<file path="config.mk">
export PLATFORM = sky130hd
export DESIGN_NAME = ffba_cell
export DESIGN_NICKNAME = d
export VERILOG_FILES = /design/src/rtl/ffba_pkg.sv /design/src/rtl/ffba_cell.sv
export SDC_FILE = /design/constraint.sdc
export NUM_CORES = 1
export LEC_CHECK = 0
export BUFFER_PORTS_ARGS = -buffer_cell sky130_fd_sc_hd__buf_2
export CAP_MARGIN = 20
export CELL_PAD_IN_SITES_DETAIL_PLACEMENT = 1
export CELL_PAD_IN_SITES_GLOBAL_PLACEMENT = 2
export CORE_UTILIZATION = 33
export CTS_CLUSTER_DIAMETER = 150
export DETAILED_ROUTE_END_ITERATION = 12
export HOLD_SLACK_MARGIN = 0.03
export PLACE_DENSITY_LB_ADDON = 0.1
export SLEW_MARGIN = 20
export SYNTH_ARGS = -nofsm -noshare
export SYNTH_HDL_FRONTEND = slang
export SYNTH_SLANG_ARGS = --single-unit
</file>
<file path="constraint.sdc">
create_clock -name aclk -period 12 [get_ports aclk]
set_clock_uncertainty 0.05 [all_clocks]
set_input_delay 1.8 -clock aclk [delete_from_list [all_inputs] [get_ports aclk]]
set_output_delay 1.8 -clock aclk [all_outputs]
set_load 0.05 [all_outputs]
</file>
<file path="src/rtl/ffba_pkg.sv">
`timescale 1ns / 1ps

package ffba_pkg;

    localparam int DEF_MAX_BLOCKS = 32;
    localparam int HEADER_BYTES   = 40;
    localparam int MIN_ALLOC      = 32;

    localparam logic [29:0] SIZE_LIM   = 30'((1 << 30) - 1 - HEADER_BYTES);
    localparam logic [30:0] RESET_HEAP = 31'd65496;

    localparam logic [1:0] CMD_ALLOC   = 2'd0;
    localparam logic [1:0] CMD_FREE    = 2'd1;
    localparam logic [1:0] CMD_REALLOC = 2'd2;

    typedef enum logic [2:0] {
        ST_OK, ST_NOSPACE, ST_ZERO, ST_DOUBLE, ST_BADADDR, ST_FREED
    } status_t;

    typedef enum logic [2:0] {
        OP_HOLD, OP_INIT, OP_EVAL_FIT, OP_EVAL_MATCH, OP_SPLIT, OP_TAKE, OP_MARK, OP_MERGE
    } cell_op_t;

    typedef enum logic [1:0] {
        JOB_ALLOC, JOB_FREE, JOB_RCHK
    } job_t;

    typedef enum logic [2:0] {
        S_IDLE, S_EVAL, S_SCAN, S_READ, S_DECIDE, S_MERGE_N, S_MERGE_P, S_DONE
    } state_t;

    typedef struct packed {
        logic [29:0] start;
        logic [29:0] size;
        logic        free;
    } entry_t;

    function automatic logic [29:0] clamp_heap(input logic [30:0] v);
        clamp_heap = (v > {1'b0, SIZE_LIM}) ? SIZE_LIM : v[29:0];
    endfunction

endpackage

</file>
<file path="src/rtl/ffba_cell.sv">
`timescale 1ns / 1ps

module ffba_cell import ffba_pkg::*; #(
    parameter int MAX_BLOCKS = DEF_MAX_BLOCKS,
    parameter int K          = 0,
    localparam int IDXW      = $clog2(MAX_BLOCKS),
    localparam int CNTW      = $clog2(MAX_BLOCKS + 1)
) (
    input  logic            aclk,
    input  cell_op_t        op,
    input  logic [IDXW-1:0] sel_idx,
    input  logic [CNTW-1:0] count,
    input  logic [30:0]     need,
    input  logic [29:0]     ptr,
    input  logic [29:0]     init_size,
    input  entry_t          left,
    input  entry_t          right,
    output entry_t          q,
    output logic            hit
);

    entry_t entry_reg, entry_next;
    logic   hit_reg, hit_next;
    logic   is_sel, is_next, is_after, in_use;

    always_comb begin
        is_sel   = ({1'b0, sel_idx} == (IDXW+1)'(K));
        is_next  = (({1'b0, sel_idx} + (IDXW+1)'(1)) == (IDXW+1)'(K));
        is_after = ((IDXW+1)'(K) > {1'b0, sel_idx});
        in_use   = (CNTW'(K) < count);
        entry_next = entry_reg;
        hit_next   = hit_reg;
        case (op)
            OP_INIT: begin
                if (K == 0) begin
                    entry_next.start = '0;
                    entry_next.size  = init_size;
                    entry_next.free  = 1'b1;
                end
                hit_next = 1'b0;
            end
            OP_EVAL_FIT: begin
                hit_next = in_use && entry_reg.free && ({1'b0, entry_reg.size} >= need);
            end
            OP_EVAL_MATCH: begin
                hit_next = in_use &&
                    (({1'b0, entry_reg.start} + 31'(HEADER_BYTES)) == {1'b0, ptr});
            end
            OP_SPLIT: begin
                if (is_sel) begin
                    entry_next.size = need[29:0];
                    entry_next.free = 1'b0;
                end else if (is_next) begin
                    entry_next.start = left.start + 30'(HEADER_BYTES) + need[29:0];
                    entry_next.size  = left.size - need[29:0] - 30'(HEADER_BYTES);
                    entry_next.free  = 1'b1;
                end else if (is_after) begin
                    entry_next = left;
                end
            end
            OP_TAKE: begin
                if (is_sel) entry_next.free = 1'b0;
            end
            OP_MARK: begin
                if (is_sel) entry_next.free = 1'b1;
            end
            OP_MERGE: begin
                if (is_sel) begin
                    entry_next.size = entry_reg.size + 30'(HEADER_BYTES) + right.size;
                end else if (is_after) begin
                    entry_next = right;
                end
            end
            default: ;
        endcase
    end

    always_ff @(posedge aclk) begin
        entry_reg <= entry_next;
        hit_reg   <= hit_next;
    end

    assign q   = entry_reg;
    assign hit = hit_reg;

endmodule

</file>
==> run metrics <==
VDD IR max 62.40 µV; initial antenna violation count 3; Setup Crit Path Kind primary input to flip-flop; Vias 9583; drc violations 0; die area 31010 µm²; TritonCTS clock tree done; post-synth net total between 1500 and 2000; IO Port Bufs between 200 and 300; worst endpoint required time approximately 12 ns; IO Pins 290; main flop type after synthesis edfxtp_1; asr flop ratio synth 0%; critical path launch point type primary input; dpl cell area between 10000 and 15000 µm²; Total Routing Usage GR around a fifth; layout cells sized above 1 20.64%; Cell Area, Synth around 10000 µm²; syn_area_per_cell between 8 and 9 µm²; Nets around 1900; Core Rows 63; First DRT Iteration DRCs between 200 and 250; clk sinks a little over 60; post-cts sizing count 0; Synth cell types 78; vias in the first global route a little under 10000; Seq/Total Area, Yosys between 10% and 20%; Synth Instances around 1200; share of the synthesized area in the top cell type approximately 25%; GPL Wtd Cong about 0.87; final hold vios 0; Avg Vias per Cell between 5 and 6; CP Capture Type flip-flop; f_max approximately 0.19 GHz; Non-Filler Instances about 1900; number of flops mapped to enable cells by yosys a little over 60; clk slew on worst S/H paths around 0.05 ns; # H-tree levels 3; CTS buffer count 9; min cycle time layout around 5.2 ns; WL per Instance 17.67 µm; Synth warnings 0; Final Worst Setup Slack 6.846 ns; Placed Cells roughly 1800; largest net degree at the start of global routing 46; Clock Tree Buf Depth 2; most frequent cells in the layout 257 x buf_2, 202 x ha_1, 134 x inv_1; dpl hpwl approximately 28 mm; most common cell after layout, fill and taps aside buf_2; drt first pass iters 5; worst-skew pair later-pin latency around 0.34 ns; clock root cell clkbuf_16; post-placement setup slack between 6 and 7 ns; postcts setup bufs 0; worst-path maximum fanout 4; relative slew slack a little under two fifths; starting density of the core roughly 34%; run status finished, final reports clean; post-layout util just over 40%; Remaining Overflow, GRT 0; fin area between 10000 and 15000 µm²; die width 176.1 µm; dominant cell type by area after synthesis ha_1; Yosys reg bits 62; final worst-path cycle share a little over two fifths; RSZ-0062 raised after global routing false; Layout Area Growth over Synthesis 20.19%; global-route wire length before repair slightly above 50 mm; final antenna-violating net count 0; Slew Limit Fails 0; worst min-delay path class flip-flop to flip-flop; TNS Setup 0 ns; PD cells approximately 88 nW/µm²; core area about 30000 µm²; # Max-Cap Violations 0; Synth area leaders ha_1 25%, edfxtp_1 19%, xnor2_1 6.0%, inv_1 5.0%, a21oi_1 4.7%; max reg flops 61; Die Y 176.1 µm; Post-Route WL 32.86 mm; P_leak between 5 and 6 nW; count of final setup violators 0; Worst Path Arrival 5.17 ns; hold_buf cts 0; Slew @ Worst Pin between 0.9 and 1 ns
## Yosys cell counts, types with 20 or more instances
cell      count
ha_1        202
inv_1       134
a21oi_1      94
nor2_1       94
xnor2_1      68
o21ai_0      66
edfxtp_1     62
nand2_1      61
a21o_1       48
xor2_1       42
nor3_1       32
nand3_1      23
nand4_1      21
o21ai_1      21
clkbuf_1     20
## critical path: stages
cell and delay [ns]:
buf_2 0.11, inv_1 0.12, ha_1 0.25, ha_1 0.25
fa_1 0.41, a21oi_1 0.20, o21ai_1 0.12, a2111oi_2 0.46
o21ai_1 0.21, a21oi_2 0.23, nor4_1 0.10, o31ai_1 0.32
xnor2_1 0.19, mux2i_1 0.29, o211ai_1 0.11
## kinds of logic after synthesis
group / share of synthesized area [%]
AOI/OAI and AO/OA: 24.64
xor gates and xnor gates: 9.631
adders and majority gates: 25.87
buffers and inverters: 5.816
DFF: 18.61
muxes: 0.5128
and+or+nand+nor: 14.92
## routing by layer
| layer | vias to the layer above | global-route usage (%) | share of wire [%] |
|---|---|---|---|
| met3 | 36 | 2.067 | 3.9 |
| met5 | - | 0 | 0.079 |
| met2 | 198 | 34.30 | 44 |
| met1 | 4402 | 29.79 | 50 |
| li1 | 4943 | - | - |
| met4 | 4 | 6.014 | 1.9 |
## cell type report
type / count / area, µm²
flip-flops and latches: 62 / 1862
inverters: 134 / 503.0
diodes: 1 / 2.502
multi-input cells: 993 / 7571
clock inverters: 4 / 17.52
clock buffers: 9 / 225.2
repair buffers: 266 / 1354
fillers: 3720 / 17690
well taps: 390 / 488.0
## final timing paths
check | start | end | slack (ns) | cells after the start
setup / recovery | need[1] | q[30] | 6.85 | 15
hold / removal | q[1] | q[1] | 0.70 | 3
setup reg to reg | q[2] | q[28] | 8.02 | 14
hold reg to reg | q[1] | q[1] | 0.70 | 3
## stage by stage
stage,power [mW],hold WS (ns)
3_3_place_gp,0.8244,0.6617
4_1_cts,1.064,0.7111
6_report,1.054,0.7040
2_1_floorplan,0.6756,1.008
3_5_place_dp,0.8312,0.7032
5_1_grt,1.137,0.7638
## power by group
group / total (mW) / internal, mW / switching, mW / leakage [nW]
sequential: 0.265 / 0.253 / 0.0117 / 0.527
clock: 0.225 / 0.134 / 0.0911 / 0.122
combinational: 0.564 / 0.235 / 0.329 / 5.15
No activity file was read; power rests on OpenSTA's default activity.
